## config.mk

```make
export PLATFORM = sky130hd
export DESIGN_NAME = prs_div
export DESIGN_NICKNAME = d
export VERILOG_FILES = /design/src/prs_pkg.sv /design/src/prs_div.sv
export SDC_FILE = /design/constraint.sdc
export NUM_CORES = 1
export LEC_CHECK = 0
export BUFFER_PORTS_ARGS = -buffer_cell sky130_fd_sc_hd__buf_2
export CORE_MARGIN = 4
export CORE_UTILIZATION = 60
export DETAILED_ROUTE_END_ITERATION = 16
export GPL_TIMING_DRIVEN = 1
export MAX_ROUTING_LAYER = met4
export PLACE_DENSITY_LB_ADDON = 0.12
export SLEW_MARGIN = 20
export SYNTH_ARGS = -nofsm -noshare
export SYNTH_HDL_FRONTEND = slang
export SYNTH_SLANG_ARGS = --single-unit
```

## constraint.sdc

```tcl
create_clock -name clock -period 4.4 [get_ports clock]
set_clock_uncertainty 0.1 [all_clocks]
set_input_delay 0.66 -clock clock [delete_from_list [all_inputs] [get_ports clock]]
set_output_delay 0.66 -clock clock [all_outputs]
set_load 0.01 [all_outputs]
```

## src/prs_pkg.sv

```systemverilog
// Shared constants, sequencer state type and store control struct for the
// polyline equal-arc resampler. No dependencies.
package prs_pkg;

   localparam int MAX_POINTS = 256;
   localparam int ADDR_W     = $clog2(MAX_POINTS);
   localparam int CNT_W      = ADDR_W + 1;
   localparam int MAX_STEPS  = 63;
   localparam int STEPS_W    = 6;
   localparam int COORD_W    = 24;
   localparam int LEN_W      = 26;
   localparam int TOTAL_W    = 34;
   localparam int SQ_W       = 50;
   localparam int DIV_N_W    = 58;
   localparam int DIV_D_W    = 34;
   localparam int DEN_W      = 32;
   localparam int TGT_W      = 40;
   localparam int MUL_A_W    = 26;
   localparam int MUL_B_W    = 32;
   localparam int MUL_P_W    = 58;

   localparam logic [23:0] STEP_RESET = 24'd256;

   typedef enum logic [4:0] {
      ST_IDLE,
      ST_SQ_MX,
      ST_SQ_MY,
      ST_SQ_ADD,
      ST_SQ_WAIT,
      ST_FIN,
      ST_STEPS_START,
      ST_STEPS_WAIT,
      ST_FIRST_RD,
      ST_FIRST_PUT,
      ST_K_START,
      ST_WALK_RD,
      ST_WALK_MUL,
      ST_WALK_CMP,
      ST_PT_RD0,
      ST_PT_RD1,
      ST_PT_RD2,
      ST_LERP_MUL,
      ST_LERP_START,
      ST_LERP_WAIT,
      ST_PUT_MID,
      ST_LAST_RD,
      ST_LAST_PUT
   } state_type;

   typedef struct packed {
      logic              pt_we;
      logic [ADDR_W-1:0] pt_addr;
      logic              len_we;
      logic [ADDR_W-1:0] len_addr;
      logic [ADDR_W-1:0] rd_addr;
   } store_ctl_type;

endpackage

```

## src/prs_div.sv

```systemverilog
// Restoring divider, one quotient bit per cycle, shared by the step count
// and the interpolation. Depends on prs_pkg.
module prs_div (
   input  logic                          clock,
   input  logic                          reset,
   input  logic                          start,
   input  logic [prs_pkg::DIV_N_W-1:0]   dividend,
   input  logic [prs_pkg::DIV_D_W-1:0]   divisor,
   output logic                          done,
   output logic [prs_pkg::DIV_N_W-1:0]   quotient
);

   localparam int CW = $clog2(prs_pkg::DIV_N_W);

   logic [prs_pkg::DIV_N_W-1:0] q_ff;
   logic [prs_pkg::DIV_D_W-1:0] rem_ff;
   logic [prs_pkg::DIV_D_W-1:0] d_ff;
   logic [CW-1:0]               cnt_ff;
   logic                        busy_ff;
   logic                        done_ff;
   logic [prs_pkg::DIV_D_W:0]   shifted;
   logic                        fits;

   assign shifted  = {rem_ff, q_ff[prs_pkg::DIV_N_W-1]};
   assign fits     = shifted >= {1'b0, d_ff};
   assign done     = done_ff;
   assign quotient = q_ff;

   always_ff @(posedge clock) begin
      if (reset) begin
         busy_ff <= 1'b0;
         done_ff <= 1'b0;
         cnt_ff  <= '0;
      end else begin
         done_ff <= 1'b0;
         if (start) begin
            busy_ff <= 1'b1;
            cnt_ff  <= CW'(prs_pkg::DIV_N_W - 1);
         end else if (busy_ff) begin
            cnt_ff <= cnt_ff - 1'b1;
            if (cnt_ff == '0) begin
               busy_ff <= 1'b0;
               done_ff <= 1'b1;
            end
         end
      end
   end

   always_ff @(posedge clock) begin
      if (start) begin
         q_ff   <= dividend;
         rem_ff <= '0;
         d_ff   <= divisor;
      end else if (busy_ff) begin
         q_ff <= {q_ff[prs_pkg::DIV_N_W-2:0], fits};
         if (fits) begin
            rem_ff <= prs_pkg::DIV_D_W'(shifted - {1'b0, d_ff});
         end else begin
            rem_ff <= shifted[prs_pkg::DIV_D_W-1:0];
         end
      end
   end

endmodule

```

==> run metrics, run 1 <==
status finished, final reports clean; drc violations 0; met3 Use GR ~6.6%; slowest stage cell, crit path a2111oi_2; Final Hold Viols 0; GRT Max-Usage Layer met2; Max Slew Vio Count 0; relative slew slack a little over two fifths; initial drt markers 396; die footprint around 0.014 mm²; Inserted Clock Buffers 17; max incr delay on CP 0.48 ns; Worst Setup Start Kind flop; CTS tree built; ANT nets after route 0; Ys Warns 0; synthesized flop and latch total between 100 and 150; final setup TNS 0 ns; Die Height 119 µm; Reg power frac 42.2%; ys async rst share 0%; clock root buffer clkbuf_16; Hold Crit Class input port to flop; Static Leak 3.74 nW; CP cell instances inv_1 > ha_1 > inv_1 > fa_1 > a211oi_1 > o211ai_1 > a2111oi_2 > nor2_1 > a31oi_1 > mux2i_1 > a2111oi_0 > o21ai_0; final setup vio count 0; Clock transition at path regs roughly 0.06 ns; Detailed Routing Iterations Pass 1 6; Sw Ratio 27.5%; gr usage total a little over a quarter; hold slack final approximately 0.31 ns; CP arrival ~3.6 ns; cts hold-fix bufs 0; layout cells sized above 1 between 30% and 40%; CP required between 4 and 5 ns; CTS resizes 0; input/output buffers between 150 and 200; Clock Path Buffers 2; Max Cap Violations 0; main flop type after synthesis edfxtp_1; Worst setup EP type flop; R2R depth 12; I/O Pins around 150; gp weighted congestion around 0.95; top-count cell post-synth edfxtp_1; vias in the first global route 5975; row cnt 40; Pwr Density ~400 mW/mm²; fin crit share around four fifths; top-area cell type share of the netlist area approximately 37%; Post-synth EDFFs a little over 90; first-pass GRT wire length 29900 µm; Seq/Total Area, Yosys 48.4%; routed wire length around 18000 µm; DP HPWL roughly 13000 µm; WHS Path Cells 1; syn avg cell area ~11 µm²; core area between 0.01 and 0.015 mm²; syn_nets just over 800; crit path time final between 3 and 4 ns; Pwr Total ~0.0036 W; vias per cell 5.80; met2 usage 43.3%; Post-CTS Setup Inserts 0; die width around 120 µm; largest net degree at the start of global routing 77; cell mode on critical path inv_1; RSZ-0062 raised after global routing false; synth cell count leaders edfxtp_1, mux2_2, nor2_1; diode count 0; per-cell routed wire length roughly 18 µm; crit-path max FO 3; largest area contributor in the netlist edfxtp_1; Syn Std Cell Area ~0.0074 mm²; Internal ~0.0026 W; critical path class flop to flop; Final Util approximately 74%; # fillers approximately 860; # clock sinks about 130; Non-Filler Instances approximately 1000; grt met1 use 33.9%; via count around 5900; switching pwr between 0.001 and 0.0015 W; grt ovf 0; Clk pwr share between 30% and 40%; Final Net Count 966; Comb power frac a little under a fifth; Syn Inst Count 693; slew of the pin with the lowest slew margin about 0.84 ns; P&R area growth vs syn 19.6%; Cells after DPL about 980; ranking of synthesized cells by area edfxtp_1, dfxtp_1, mux2_2, ha_1, a21oi_1; initial antenna violation count 0; Clock Latency Late Sink between 0.4 and 0.5 ns; H-tree Lvls 4; Worst VDD drop roughly 0.00037 V; FMAX approximately 0.29 GHz; library cells used by synthesis 67; starting density of the core between 60% and 70%
[placed cells by master, fill, tap and decap left out, types with 3 or more instances in the layout]
cell and count:
a31oi_1 3, o21ai_0 21, o211ai_1 8, o21ai_1 5, edfxtp_1 92, o31ai_1 3, nand4_1 7, buf_2 152
a21o_1 10, xor2_1 19, a21oi_1 43, clkinv_4 3, nand3_1 20, dfxtp_1 42, mux2i_1 18, clkbuf_16 17
nor2b_1 5, clkbuf_1 3, nor3_1 4, buf_4 9, clkinvlp_4 3, nand2_1 50, o21a_1 4, nor3b_1 4
inv_1 45, xnor2_1 16, o311ai_1 3, ha_1 35, and2_1 4, a211oi_1 19, mux2_2 58, o2111ai_1 3
a32oi_1 7, nor4_1 5, a41oi_1 3, and3_1 3, o21bai_1 4, nor2_1 52, nand2b_1 4
[logic make-up after synthesis]
logic type,share of synthesized area [%]
muxes,11.2
and+or+nand+nor,10.6
AOI/OAI and AO/OA,14.7
xor gates and xnor gates,4.12
adders and majority gates,6.15
buffers and inverters,4.82
DFF,48.4
[flip-flops by register name, summed over array words and instances, names as in the netlist]
name,flops
busy_ff,1
cnt_ff,6
d_ff,34
done,1
quotient,58
rem_ff,34
[power by group through the flow]
stage / logic, W / registers [W] / clock network [W]
global route: 0.000761 / 0.00155 / 0.00149
finish: 0.000692 / 0.00153 / 0.00141
CTS: 0.000689 / 0.00153 / 0.00143
global placement: 0.000665 / 0.00155 / 0
floorplan: 0.000441 / 0.00158 / 0
detailed placement: 0.000681 / 0.00156 / 0
[final cells by class]
class	count	area (µm²)	area share (%)
clock inverters	10	123	1.38
clock buffers	22	464	5.21
well taps	168	210	2.36
inverters	46	173	1.94
repair buffers	162	848	9.53
flip-flops and latches	134	3600	40.5
multi-input cells	474	3480	39.1
[metrics by stage]
step / setup WS (ns) / instance area [µm²]
3_5_place_dp: 1.07 / 8320
2_1_floorplan: 1.42 / 7450
5_1_grt: 0.645 / 8900
3_3_place_gp: 1.12 / 8320
4_1_cts: 0.985 / 8900
6_report: 0.955 / 8900
[per-layer routing]
layer  part of all wire, %  wire length (µm)
met5                     0                 0
met4                   1.8               333
met3                   6.6              1200
met2                    49              8880
met1                    43              7890
[worst max-delay path: cells and delay by family (launching register included)]
kind	cells	cell delay, ns
flops	1	0.40
simple gates	1	0.10
mux	1	0.13
compound gates	6	1.88
buf+inv	2	0.12
fa+ha+maj	2	0.58
[worst paths after layout]
| kind | startpoint | endpoint | slack (ns) |
|---|---|---|---|
| setup / recovery | quotient[57] | rem_ff[32] | 0.95 |
| setup reg to reg | quotient[57] | rem_ff[32] | 0.95 |
| hold reg to reg | rem_ff[27] | rem_ff[27] | 0.39 |
| hold / removal | divisor[24] | d_ff[24] | 0.31 |
Power figures use the tool's default switching activity.
==> inputs of run 2 (changes only) <==
Settings changed: CORE_UTILIZATION 60 to 56.
Clock period 4.4 ns to 3.49 ns, I/O delays scaled along.
==> run 2 against run 1 <==
First-iteration DRC count shrank 6.8%. Global-route usage down 1.3 points. Largest power group unchanged. Sequential power grew 27%. Design area grew 1.1%. Via count decreased by 1.3%. Critical path depth did not move. Clock power up 33%. Combinational power rose by 27%. Critical path type unchanged. Worst setup slack worse by 0.86 ns.
==> run metrics, run 2 (synthesis gave the netlist of run 1 again) <==
Clk pwr share 39.9% (+1.1 points); Final Net Count 970 (+0.41%); clock root buffer clkbuf_16; Reg power frac 41.3% (-0.9 points); cell mode on critical path inv_1; slew of the pin with the lowest slew margin 0.864 ns (+0.0192 ns); CP cell instances inv_1 > ha_1 > inv_1 > fa_1 > a211oi_2 > o211ai_1 > a41oi_1 > o2111ai_1 > a31o_2 > a211oi_1 > xor2_1 > a21oi_1; placed inst area 0.00837 mm² (+0.57%); CP required 3.69 ns (-0.90 ns); final worst slack 0.0960 ns (-0.859 ns); grt ovf 0 (unchanged); starting density of the core 58.1% (-3.7 points); Post-CTS Setup Inserts 0 (unchanged); via count 5814 (-1.3%); Clock Latency Late Sink 0.41 ns (about the same); WHS Endpoint d_ff[26]; Largest delay share family, worst path compound AO/OA/AOI/OAI gates; # fillers 954 (+11%); met2 usage 40.4% (-2.9 points); Die Height 123 µm (+3.3%); Static Leak 3.78 nW (+1.1%); hold slack final 0.181 ns (-0.129 ns); Max Cap Violations 0 (unchanged); R2R depth 12 (unchanged); status finished, final reports clean; core area 0.0128 mm² (+6.3%); Max Slew Vio Count 0 (unchanged); FMAX 0.295 GHz (+1.5%); critical path class flop to flop; Final Hold Viols 0 (unchanged); diode count 0 (unchanged); I/O Pins 154 (unchanged); WHS Path Cells 1 (unchanged); die footprint 0.0152 mm² (+6.7%); post-route cell area 0.00900 mm² (+1.1%); per-cell routed wire length 17.8 µm (-1.1%); largest net degree at the start of global routing 59 (-23%); Hold Crit Class input port to flop; Pwr Density 520 mW/mm² (+27%); die width 123 µm (+3.3%); crit-path max FO 3 (unchanged); ANT nets after route 0 (unchanged); Worst Path Buf+Inv 2 (unchanged); gr usage total 25.6% (-1.3 points); Comb power frac 18.8% (-0.2 points); grt met1 use 32.5% (-1.3 points); final setup vio count 0 (unchanged); Worst VDD drop 0.000451 V (+22%); Sw Ratio 26.6% (-0.87 points); P&R area growth vs syn 20.9%; pre-CTS setup slack 0.0350 ns (-1.03 ns); vias in the first global route 5941 (-0.57%); slowest stage cell, crit path a41oi_1; Inserted Clock Buffers 17 (unchanged); max incr delay on CP 0.56 ns (+0.08 ns); Clock Path Buffers 2 (unchanged); worst r2r src quotient[57]; fin crit share 97.2% (+19 points); vias per cell 5.68 (-2.1%); layout cells sized above 1 31.2% (+0.56 points); GRT Max-Usage Layer met2; CTS tree built; drc violations 0 (unchanged); initial drt markers 369 (-6.8%); RSZ-0062 raised after global routing true; # clock sinks 134 (unchanged); initial antenna violation count 0 (unchanged); first-pass GRT wire length 29500 µm (-1.3%); flop2flop setup slack 0.1 ns (-0.86 ns); row cnt 41 (+2.5%); Worst setup EP type flop; most common cell after layout, fill and taps aside buf_2; relative slew slack 41.8% (-1.3 points); number of flip-flops in the largest register 58 (unchanged); input/output buffers 153 (unchanged); routed wire length 18300 µm (-0.27%); Worst Setup Start Kind flop; RR Endpoint rem_ff[30]; Internal 0.00344 W (+30%); Clock transition at path regs 0.06 ns (about the same); Detailed Routing Iterations Pass 1 5 (-1); switching pwr 0.00125 W (+25%); DP HPWL 13200 µm (+1.3%); met3 Use GR 7.41% (+0.81 points); gp weighted congestion 0.921 (-3.2%); hold_sp divisor[26]; commonest non-fill, non-tap cells in the layout buf_2, edfxtp_1, mux2_2; CP arrival 3.60 ns (-0.03 ns); H-tree Lvls 4 (unchanged); crit path time final 3.39 ns (-0.0514 ns)
## run 2: cell types whose count changed in the layout (fill, tap and decap cells not counted), sizes merged
cell / before / now
inv: 47 / 48
bufinv: 2 / 4
buf: 162 / 166
clkbuf: 22 / 20
clkinvlp: 3 / 2
## run 2: cell type report
cell class,instances,area [µm²],area share [%]
multi-input combinational,474,3510,39.0
clock buffer,20,437,4.85
timing repair buffer,166,891,9.90
inverter,46,173,1.92
tap,172,215,2.39
sequential,134,3600,40.0
clock inverter,12,176,1.96
## run 2: metal layers
| layer | wire length, µm | up-vias |
|---|---|---|
| met5 | 0 | - |
| met4 | 242 | 0 |
| met3 | 1330 | 20 |
| met2 | 8750 | 214 |
| met1 | 7930 | 2728 |
| li1 | - | 2852 |
## run 2: timing repair
item,4_1_cts,5_1_grt
gates resized for setup,1,2
hold buffers,0,0
endpoints found under the hold margin,0,0
endpoints found under the setup margin,1,6
## run 2: power groups by stage
| stage | Sequential, W | Combinational [W] | Clock, W |
|---|---|---|---|
| 4_1_cts | 0.00194 | 0.000877 | 0.00190 |
| 5_1_grt | 0.00195 | 0.000976 | 0.00197 |
| 3_5_place_dp | 0.00196 | 0.000866 | 0 |
| 2_1_floorplan | 0.00199 | 0.000556 | 0 |
| 6_report | 0.00194 | 0.000881 | 0.00187 |
| 3_3_place_gp | 0.00196 | 0.000847 | 0 |
## run 2: metrics by stage
stage               TNS, ns  power [W]  instances  utilization, %
finish                    0    0.00468       1024            70.2
global route         -0.199    0.00489       1024            70.2
CTS                       0    0.00471       1024            70.1
detailed placement        0    0.00283        992            65.2
global placement          0    0.00281        992            65.2
floorplan                 0    0.00254        693               -
## run 2: worst max-delay path by stage
stage            startpoint          to  slack (ns)  depth (start not counted)
6_report       quotient[57]  rem_ff[30]         0.1                         12
4_1_cts        quotient[57]  rem_ff[32]       0.001                         12
2_1_floorplan  quotient[57]  rem_ff[32]        0.51                         12
5_1_grt        quotient[57]  rem_ff[30]       -0.08                         12
3_5_place_dp   quotient[57]  rem_ff[32]        0.04                         12
3_3_place_gp   quotient[57]  rem_ff[32]        0.22                         12
