## src/prs_pkg.sv

```systemverilog
// Shared constants, sequencer state type and store control struct for the
// polyline equal-arc resampler. No dependencies.
package prs_pkg;

   localparam int MAX_POINTS = 256;
   localparam int ADDR_W     = $clog2(MAX_POINTS);
   localparam int CNT_W      = ADDR_W + 1;
   localparam int MAX_STEPS  = 63;
   localparam int STEPS_W    = 6;
   localparam int COORD_W    = 24;
   localparam int LEN_W      = 26;
   localparam int TOTAL_W    = 34;
   localparam int SQ_W       = 50;
   localparam int DIV_N_W    = 58;
   localparam int DIV_D_W    = 34;
   localparam int DEN_W      = 32;
   localparam int TGT_W      = 40;
   localparam int MUL_A_W    = 26;
   localparam int MUL_B_W    = 32;
   localparam int MUL_P_W    = 58;

   localparam logic [23:0] STEP_RESET = 24'd256;

   typedef enum logic [4:0] {
      ST_IDLE,
      ST_SQ_MX,
      ST_SQ_MY,
      ST_SQ_ADD,
      ST_SQ_WAIT,
      ST_FIN,
      ST_STEPS_START,
      ST_STEPS_WAIT,
      ST_FIRST_RD,
      ST_FIRST_PUT,
      ST_K_START,
      ST_WALK_RD,
      ST_WALK_MUL,
      ST_WALK_CMP,
      ST_PT_RD0,
      ST_PT_RD1,
      ST_PT_RD2,
      ST_LERP_MUL,
      ST_LERP_START,
      ST_LERP_WAIT,
      ST_PUT_MID,
      ST_LAST_RD,
      ST_LAST_PUT
   } state_type;

   typedef struct packed {
      logic              pt_we;
      logic [ADDR_W-1:0] pt_addr;
      logic              len_we;
      logic [ADDR_W-1:0] len_addr;
      logic [ADDR_W-1:0] rd_addr;
   } store_ctl_type;

endpackage

```

## src/prs_sqrt.sv

```systemverilog
// Bit-serial integer square root, two radicand bits per cycle, rounded
// to nearest. Depends on prs_pkg.
module prs_sqrt (
   input  logic                          clock,
   input  logic                          reset,
   input  logic                          start,
   input  logic [prs_pkg::SQ_W-1:0]      operand,
   output logic                          done,
   output logic [prs_pkg::LEN_W-1:0]     root
);

   logic [prs_pkg::SQ_W-1:0] rem_ff;
   logic [prs_pkg::SQ_W-1:0] root_ff;
   logic [prs_pkg::SQ_W-1:0] bit_ff;
   logic                     busy_ff;
   logic                     done_ff;
   logic [prs_pkg::SQ_W-1:0] trial;
   logic [prs_pkg::SQ_W-1:0] rounded;

   assign trial   = root_ff + bit_ff;
   assign rounded = root_ff + {{(prs_pkg::SQ_W-1){1'b0}}, (rem_ff > root_ff)};
   assign root    = rounded[prs_pkg::LEN_W-1:0];
   assign done    = done_ff;

   always_ff @(posedge clock) begin
      if (reset) begin
         busy_ff <= 1'b0;
         done_ff <= 1'b0;
      end else begin
         done_ff <= 1'b0;
         if (start) begin
            busy_ff <= 1'b1;
         end else if (busy_ff && bit_ff[0]) begin
            busy_ff <= 1'b0;
            done_ff <= 1'b1;
         end
      end
   end

   always_ff @(posedge clock) begin
      if (start) begin
         rem_ff  <= operand;
         root_ff <= '0;
         bit_ff  <= {2'b01, {(prs_pkg::SQ_W-2){1'b0}}};
      end else if (busy_ff) begin
         if (rem_ff >= trial) begin
            rem_ff  <= rem_ff - trial;
            root_ff <= (root_ff >> 1) + bit_ff;
         end else begin
            root_ff <= root_ff >> 1;
         end
         bit_ff <= bit_ff >> 2;
      end
   end

endmodule

```

## config.mk

```make
export PLATFORM = sky130hd
export DESIGN_NAME = prs_sqrt
export DESIGN_NICKNAME = d
export VERILOG_FILES = /design/src/prs_pkg.sv /design/src/prs_sqrt.sv
export SDC_FILE = /design/constraint.sdc
export NUM_CORES = 1
export LEC_CHECK = 0
export ABC_CLOCK_PERIOD_IN_PS = 13600
export BUFFER_PORTS_ARGS = -buffer_cell sky130_fd_sc_hd__buf_4
export CAP_MARGIN = 25
export CORE_AREA = 2 2 159 192
export CTS_CLUSTER_DIAMETER = 80
export DETAILED_ROUTE_END_ITERATION = 8
export DIE_AREA = 0 0 161 194
export PLACE_DENSITY = 0.64
export RECOVER_POWER = 50
export SKIP_CTS_REPAIR_TIMING = 1
export SLEW_MARGIN = 0
export SYNTH_ARGS = -nofsm -noshare
export SYNTH_HDL_FRONTEND = slang
export SYNTH_SLANG_ARGS = --single-unit
```

## constraint.sdc

```tcl
create_clock -name clock -period 13.6 [get_ports clock]
set_input_delay 3.4 -clock clock [delete_from_list [all_inputs] [get_ports clock]]
set_output_delay 3.4 -clock clock [all_outputs]
set_load 0.01 [all_outputs]
```

==> flow_summary.ini, run 1 <==
[final_layout]
fill_cells = 2910
layout-drive-gt1-share = 0.0780
final_nets = 1900
area_delta_synth_final_pct = 10.4
antenna_cells = 0
final_cell_mix = nand2_1 (176), ha_1 (154), nor2_1 (153)
mostFrequentLayoutCell = nand2_1

[critical_path]
startpoint = root_ff[2]
crit_type = register to register
crit_fanout = 29
startpoint_type = register
r2r_end = root_ff[32]
endpoint = root_ff[32]
r2r_setup_slack_ns = 4.28
timing.rr.start = root_ff[2]
cp-end-kind = register
cp.required_ns = 13.91
rr_worst_depth = 19
arrival_ns = 9.62

[run]
cap_violations = 5

[placement]
io_buffer_count = 79
dpl.hpwl_mm = 31.2
gp_congestion = 0.945

[logic_synthesis]
ys_seq_area_frac = 0.232
synth_cells = 1677
synth_edf_count = 50
yosys.area.top_type = ha_1
ys_ff_latch = 127
syn_area_um2 = 13100
synth.area.top_cells = ha_1 (15%), dfxtp_1 (12%), edfxtp_1 (11%)
yosys_warnings = 0
yosysTopAreaCellShare = 0.147
synthArstFlopShare = 0
synth_top_flop_cell = dfxtp_1
syn_area_per_cell_um2 = 7.81
syn_nets = 1885
yosysUniqueCellTypes = 82

[die]
initial_core_util = 0.446
dieArea_um2 = 31200
die_w_um = 161
core_region_area_um2 = 29400
die_y_um = 194
std_cell_rows = 69
io_pins = 80

[clock_network]
cts_buffer_depth = 2
clkTransAtPathRegs_ns = 0.06
clk_latency_ns = 0.44
numClockSinks = 127
cts_tree = built
cts_buffers = 17
cts_root_buf = clkbuf_16
htreeDepth = 4

[drt]
post_drt_wl_per_cell_um = 19.6
drtPass1Iterations = 6
vias = 12789
drc = 0
vias_per_cell = 6.10
ant_nets = 0
wl_mm = 41.1
drtIter0Drc = 1186

[worst_hold_path]
hold_class = register to register

[sta]
setup_tns_ns = 0
hold_viol = 0
fmax_mhz = 107
rsz0062_at_grt = no
final.period_utilization = 0.685
final.setup_skew_ns = 0.0148
holdWs_ns = 0.523
drv_slew = 238
fin_crit_ns = 9.32
finalSetupViolCount = 0
relSlewSlack = -1.02
worstMarginPinSlew_ns = 3.03

[outcome]
status = complete, but fails checks
violations = max-capacitance violations, max-slew violations

[global_routing]
gr-total-overflow = 0
grt_pass1_vias = 12166
grt_pass1_wl_mm = 64.9
grt_max_degree = 71
gr-usage-all-layers = 0.261
grt_antenna_before_repair = 0

[pwr]
p_sw_frac = 0.427
p_sw_mw = 0.933
power_density_nw_per_um2 = 151
seqPwrFrac = 0.263
irDropWorstVdd_v = 0.0000724
p_clk_frac = 0.239
total_leakage_power_nw = 5.65
pwr-share-comb = 0.498
p_int_mw = 1.25
[power by group through the flow]
stage / registers (mW) / logic [mW] / clock network, mW
final: 0.575 / 1.09 / 0.522
after global routing: 0.582 / 1.21 / 0.540
after CTS: 0.570 / 1.08 / 0.525
after detailed placement: 0.578 / 1.07 / 0
after global placement: 0.577 / 1.06 / 0
after floorplan: 0.529 / 0.848 / 0
[worst min path at each step]
stage / from / endpoint / slack, ns / depth (start not counted)
3_3_place_gp: bit_ff[48] / bit_ff[48] / 0.51 / 2
6_report: bit_ff[48] / bit_ff[48] / 0.52 / 2
4_1_cts: bit_ff[48] / bit_ff[48] / 0.53 / 2
2_1_floorplan: bit_ff[0] / done / 0.47 / 2
5_1_grt: bit_ff[48] / bit_ff[48] / 0.56 / 2
3_5_place_dp: bit_ff[48] / bit_ff[48] / 0.51 / 2
[kinds of logic (layout without fill, tap and decap cells)]
kind of cell | Yosys count | count (layout) | share of synthesized area
multiplexers | 30 | 30 | 0.0232
buffers and inverters | 173 | 201 | 0.0549
flip-flops | 127 | 127 | 0.232
XOR/XNOR | 132 | 132 | 0.0883
AO/OA/AOI/OAI | 527 | 527 | 0.265
AND/OR/NAND/NOR | 533 | 533 | 0.188
adder cells (fa/ha/maj) | 155 | 155 | 0.149
[synth_stat cells, types with 7 or more instances]
library cell and count:
nand2_1 177, ha_1 154, nor2_1 153, o21ai_0 130, a21oi_1 102, xnor2_1 97, inv_1 80, dfxtp_1 77
clkbuf_1 60, a21o_1 58, edfxtp_1 50, a31oi_1 44, nand3_1 41, nand4_1 38, nor3_1 35, xor2_1 35
a211oi_1 30, mux2i_1 27, a311oi_1 25, o21bai_1 25, buf_2 20, and3_1 16, or3_1 15, o22ai_1 13
o21a_1 12, nor2b_1 10, o211ai_1 10, and2_1 9, o31ai_1 9, a21boi_0 8, and4_1 8, nand2b_1 8
a211o_1 7, nor4_1 7
[critical path: stages, from the launching register on]
cell,delay [ns]
dfxtp_1,0.43
ha_1,0.39
a31oi_1,0.22
a211oi_1,0.50
a21oi_1,0.25
o41a_1,0.43
o21a_1,0.24
o311ai_0,0.75
a41oi_1,0.27
xnor2_1,0.20
ha_1,0.47
nand3_1,0.28
or3_1,0.48
or4_1,0.57
o41ai_1,0.46
a21o_1,1.08
or2_0,0.23
clkbuf_1,1.23
o221ai_1,0.34
a311oi_1,0.33
[registers in the layout, indices dropped and copies added, names as in the netlist]
name and cells:
busy_ff 1, root_ff 50, bit_ff 25, done 1, rem_ff 50
[metal layers]
| metal | part of all wire | vias up | global-route usage |
|---|---|---|---|
| met1 | 0.47 | 5983 | 0.368 |
| met3 | 0.062 | 81 | 0.0357 |
| met4 | 0.034 | 0 | 0.113 |
| li1 | - | 6230 | - |
| met2 | 0.43 | 495 | 0.396 |
| met5 | 0 | - | 0 |
[area by class of cell]
type	instances	area (um2)	area share
multi-input combinational	1377	9330	0.645
sequential	127	3050	0.211
timing repair buffer	88	631	0.0436
clock buffer	22	528	0.0365
tap	390	488	0.0337
inverter	81	304	0.0210
clock inverter	10	141	0.00977
[through the flow]
step,power [mW],cell area (um2),setup slack (ns),std cells,util
final,2.19,14500,4.28,2095,0.493
after global routing,2.34,14500,3.89,2095,0.493
after CTS,2.18,14500,5.24,2095,0.495
after detailed placement,1.65,13800,5.72,2063,0.472
after global placement,1.64,13800,5.79,2062,0.471
after floorplan,1.38,13100,6.57,1677,-
(Power assumes the default switching activity.)
==> run 2: changes to the inputs <==
- ABC_CLOCK_PERIOD_IN_PS: 13600 -> 7820
- PLACE_DENSITY: 0.64 -> 0.66
- clock period: 13.6 -> 7.82 ns (I/O delays scaled with it)
==> run 2 against run 1 <==
Net effect:
- the flow still finishes with violations (max-capacitance violations, max-slew violations)
- setup slack worse by 3.3 ns
- sequential cell count unchanged
- final cell count hardly changed
- clock skew decreased by 0.0064 ns
- largest cell class unchanged
- critical path type unchanged
==> flow_summary.ini, run 2 (synthesis gave the netlist of run 1 again) <==
[outcome]
status = complete, but fails checks
violations = max-capacitance violations, max-slew violations

[clock_network]
htreeDepth = 4
cts_tree = built
clkTransAtPathRegs_ns = 0.06
numClockSinks = 127
clk_latency_ns = 0.44
cts_buffer_depth = 2
cts_root_buf = clkbuf_16
cts_buffers = 17

[pwr]
power_density_nw_per_um2 = 259
seqPwrFrac = 0.270
p_sw_mw = 1.63
pwr-share-comb = 0.508
total_leakage_power_nw = 5.55
irDropWorstVdd_v = 0.000140
p_int_mw = 2.08
p_clk_frac = 0.221
p_sw_frac = 0.439

[die]
std_cell_rows = 69
die_y_um = 194
initial_core_util = 0.446
core_region_area_um2 = 29400
die_w_um = 161
dieArea_um2 = 31200
io_pins = 80

[sta]
worstMarginPinSlew_ns = 2.49
hold_viol = 0
setup_tns_ns = 0
relSlewSlack = -0.663
drv_slew = 166
final.period_utilization = 0.878
final.setup_skew_ns = 0.00832
finalSetupViolCount = 0
rsz0062_at_grt = no
fmax_mhz = 146
fin_crit_ns = 6.87

[run]
cap_violations = 2

[global_routing]
grt_max_degree = 104
grt_pass1_wl_mm = 64.8
gr-total-overflow = 0
gr-usage-all-layers = 0.259
grt_antenna_before_repair = 1
grt_pass1_vias = 12209

[drt]
drtPass1Iterations = 7
vias_per_cell = 6.14
drtIter0Drc = 1113
vias = 12851
wl_mm = 40.7
drc = 0
ant_nets = 0
post_drt_wl_per_cell_um = 19.4

[placement]
io_buffer_count = 79
dpl_cell_area_um2 = 13900
gp_congestion = 0.947
dpl.hpwl_mm = 30.8

[worst_hold_path]
hold_class = register to register

[final_layout]
area_delta_synth_final_pct = 9.26
post-route-util = 0.488
layout-drive-gt1-share = 0.0681
mostFrequentLayoutCell = nand2_1
post-route-cell-area_um2 = 14300
final_cell_mix = nand2_1 (176), ha_1 (154), nor2_1 (153)
reg.largest.list = rem_ff: 50 flops, root_ff: 50 flops, bit_ff: 25 flops
antenna_cells = 0
final_nets = 1899
fill_cells = 2956

[critical_path]
cp-end-kind = register
arrival_ns = 7.16
startpoint_type = register
crit_type = register to register
cp.required_ns = 8.11
crit_fanout = 27
==> run 2: cell types whose count changed in the layout (fill, tap and decap cells not counted), sizes merged <==
| cell | delta |
|---|---|
| clkbuf | +13 |
| inv | +2 |
| clkinvlp | -1 |
| buf | -17 |
| clkinv | +3 |
| bufinv | -1 |
==> run 2: power groups by stage <==
stage	combinational [mW]	sequential, mW	clock, mW
4_1_cts	1.88	0.993	0.823
3_5_place_dp	1.87	1.01	0
6_report	1.88	1.00	0.819
3_3_place_gp	1.83	1.00	0
2_1_floorplan	1.47	0.920	0
5_1_grt	2.10	1.01	0.850
==> run 2: worst paths after layout <==
check        cells past startpoint    endpoint       start  slack (ns)
min reg2reg                      2  root_ff[0]  root_ff[0]        0.55
min                              2  root_ff[0]  root_ff[0]        0.55
max reg2reg                     20  root_ff[0]  root_ff[2]        0.95
max                             20  root_ff[0]  root_ff[2]        0.95
==> run 2: critical path: stages, from the launching register on <==
cell,delay (ns)
dfxtp_1,0.43
ha_1,0.39
a31oi_1,0.19
a211oi_1,0.44
a21oi_1,0.24
o41a_1,0.43
o21a_1,0.24
o311ai_0,0.64
nand2_1,0.17
o21ai_0,0.24
xnor2_1,0.10
ha_1,0.43
nand3_1,0.15
or3_1,0.39
or4_1,0.53
o41ai_1,0.28
a21o_2,0.19
or2_1,0.13
clkbuf_2,0.57
nand2_1,0.21
a311oi_1,0.33
==> run 2: metrics by stage <==
| step | worst slack (ns) | power, mW | hold slack [ns] | cells |
|---|---|---|---|---|
| 2_1_floorplan | 1.54 | 2.39 | 0.468 | 1677 |
| 3_3_place_gp | 1.44 | 2.84 | 0.529 | 2062 |
| 3_5_place_dp | 1.28 | 2.87 | 0.539 | 2062 |
| 4_1_cts | 1.06 | 3.70 | 0.553 | 2094 |
| 5_1_grt | 0.482 | 3.96 | 0.574 | 2094 |
| 6_report | 0.953 | 3.70 | 0.553 | 2094 |
==> run 2: area by class of cell <==
cell class | instances | area, um2 | share of cell area
clock inverters | 13 | 135 | 0.00944
inverters | 81 | 304 | 0.0212
flip-flops and latches | 127 | 3050 | 0.213
clock buffers | 19 | 443 | 0.0309
multi-input cells | 1377 | 9320 | 0.651
well taps | 390 | 488 | 0.0341
repair buffers | 87 | 578 | 0.0404
==> run 2: layer usage <==
| layer | up-vias | share of wire | global-route usage | routed length, um |
|---|---|---|---|---|
| met2 | 470 | 0.44 | 0.401 | 17900 |
| met4 | 2 | 0.033 | 0.102 | 1350 |
| met5 | - | 0.00032 | 0 | 13 |
| met1 | 6076 | 0.46 | 0.360 | 18900 |
| met3 | 85 | 0.063 | 0.0436 | 2560 |
| li1 | 6218 | - | - | - |
==> run 3: changes to the inputs <==
- ABC_CLOCK_PERIOD_IN_PS: 7820 -> 6050
- clock period: 7.82 -> 6.05 ns (I/O delays scaled with it)
==> run 3 against run 2 <==
Net effect:
- the flow still finishes with violations (max-capacitance violations, max-slew violations)
- first-iteration DRC count grew 32%
- utilization grew 2.2 points
- register-to-register slack lost 0.66 ns
==> flow_summary.ini, run 3 (synthesis gave the netlist of run 1 again) <==
[placement]
gp_congestion = 0.966
place_ws_ns = 0.195
dpl.hpwl_mm = 31.7
placed_cells = 2114
io_buffer_count = 79

[drt]
vias = 13006
drc = 0
post_drt_wl_per_cell_um = 19.3
drtPass1Iterations = 8
wl_mm = 41.4
drtIter0Drc = 1472
vias_per_cell = 6.05
ant_nets = 0

[sta]
holdWs_ns = 0.552
worstMarginPinSlew_ns = 2.98
setup_tns_ns = 0
worst_slack_ns = 0.172
relSlewSlack = -0.988
drv_slew = 159
hold_viol = 0
final.period_utilization = 0.972
finalSetupViolCount = 0
fmax_mhz = 170
final.setup_skew_ns = 0.0126
fin_crit_ns = 5.88

[global_routing]
grt_antenna_before_repair = 0
grt_max_degree = 64
grt_pass1_vias = 12160
gr-total-overflow = 0
grt_pass1_wl_mm = 65.4
gr-usage-all-layers = 0.262

[clock_network]
cts_buffer_depth = 2
clkTransAtPathRegs_ns = 0.06
numClockSinks = 127
htreeDepth = 4
cts_buffers = 17
cts_root_buf = clkbuf_16
cts_tree = built
clk_latency_ns = 0.45

[outcome]
status = complete, but fails checks
violations = max-capacitance violations, max-slew violations

[final_layout]
final_cell_mix = nand2_1 (176), ha_1 (154), nor2_1 (152)
layout-drive-gt1-share = 0.112
fill_cells = 2847
final_nets = 1953
mostFrequentLayoutCell = nand2_1
area_delta_synth_final_pct = 14.2
layout.cells.non_filler = 2148
antenna_cells = 0
reg.largest.list = rem_ff: 50 flops, root_ff: 50 flops, bit_ff: 25 flops
seq_area_um2 = 3050
multi_input_area_um2 = 9400

[die]
die_w_um = 161
die_y_um = 194
dieArea_um2 = 31200
std_cell_rows = 69
core_region_area_um2 = 29400
io_pins = 80
initial_core_util = 0.446

[pwr]
finalPower_mw = 5.02
p_clk_frac = 0.228
irDropWorstVdd_v = 0.000200
p_sw_mw = 2.13
total_leakage_power_nw = 5.92
pwr-share-comb = 0.519
p_int_mw = 2.89
seqPwrFrac = 0.253
p_sw_frac = 0.424
power_density_nw_per_um2 = 336

[critical_path]
timing.rr.start = root_ff[0]
cp.required_ns = 4.54
crit_type = register to primary output
crit_fanout = 10
cp-end-kind = primary output
startpoint_type = register
r2r_setup_slack_ns = 0.29
r2r_end = root_ff[27]
arrival_ns = 4.37
rr_worst_depth = 21

[worst_hold_path]
min_path_cells = 2
hold_class = register to register
min_from = bit_ff[48]
holdPathEnd = bit_ff[48]

[run]
cap_violations = 3
## run 3: cell types whose count changed in the layout (fill, tap and decap cells not counted), sizes merged
cell      before  now
buf           63  126
clkbuf        43   38
clkinv         7    5
clkinvlp       0    2
inv           85   81
## run 3: how the worst max path moves through the flow
stage	from	end	slack, ns	cells after the start
2_1_floorplan	bit_ff[2]	rem_ff[0]	0.23	22
3_5_place_dp	root_ff[5]	root[23]	0.19	18
6_report	root_ff[5]	root[15]	0.17	18
3_3_place_gp	root_ff[5]	root[23]	0.17	18
5_1_grt	root_ff[4]	root[23]	-0.02	19
4_1_cts	root_ff[5]	root[24]	-0.28	19
## run 3: stage by stage
stage                     instance area, um2   util
after floorplan                        13100      -
final                                  15000  0.509
after CTS                              14900  0.509
after detailed placement               14300  0.487
after global routing                   15000  0.509
after global placement                 14300  0.486
## run 3: metal layers
layer | up-vias | wire length, um | GRT usage
met2 | 525 | 18100 | 0.400
met1 | 6074 | 19200 | 0.378
met3 | 72 | 2830 | 0.0355
met5 | - | 0 | 0
met4 | 0 | 1170 | 0.0903
li1 | 6335 | - | -
## run 3: cell type report
type,instances,area share
clock buffers,23,0.0356
clock inverters,9,0.00786
inverters,81,0.0206
multi-input cells,1377,0.629
flip-flops and latches,127,0.204
well taps,390,0.0326
repair buffers,141,0.0710
## run 3: worst max-delay path, cell delays in order (launching register included)
cell and delay, ns:
dfxtp_2 0.45, inv_1 0.13, ha_1 0.32, and4_1 0.24, a221oi_2 0.07, o21ai_0 0.17
a221oi_1 0.12, o21ai_1 0.19, a221o_1 0.17, a21oi_1 0.07, a31oi_2 0.20, ha_1 0.22
nand3_1 0.15, or3_4 0.45, nor2_2 0.21, buf_4 0.17, nand3_1 0.09, xnor2_1 0.29
buf_4 0.19
## run 3: power groups by stage
stage | clock network, mW | registers (mW) | logic, mW
2_1_floorplan | 0 | 1.19 | 1.91
3_3_place_gp | 0 | 1.28 | 2.49
3_5_place_dp | 0 | 1.28 | 2.54
4_1_cts | 1.15 | 1.26 | 2.57
5_1_grt | 1.19 | 1.28 | 2.89
6_report | 1.15 | 1.27 | 2.61
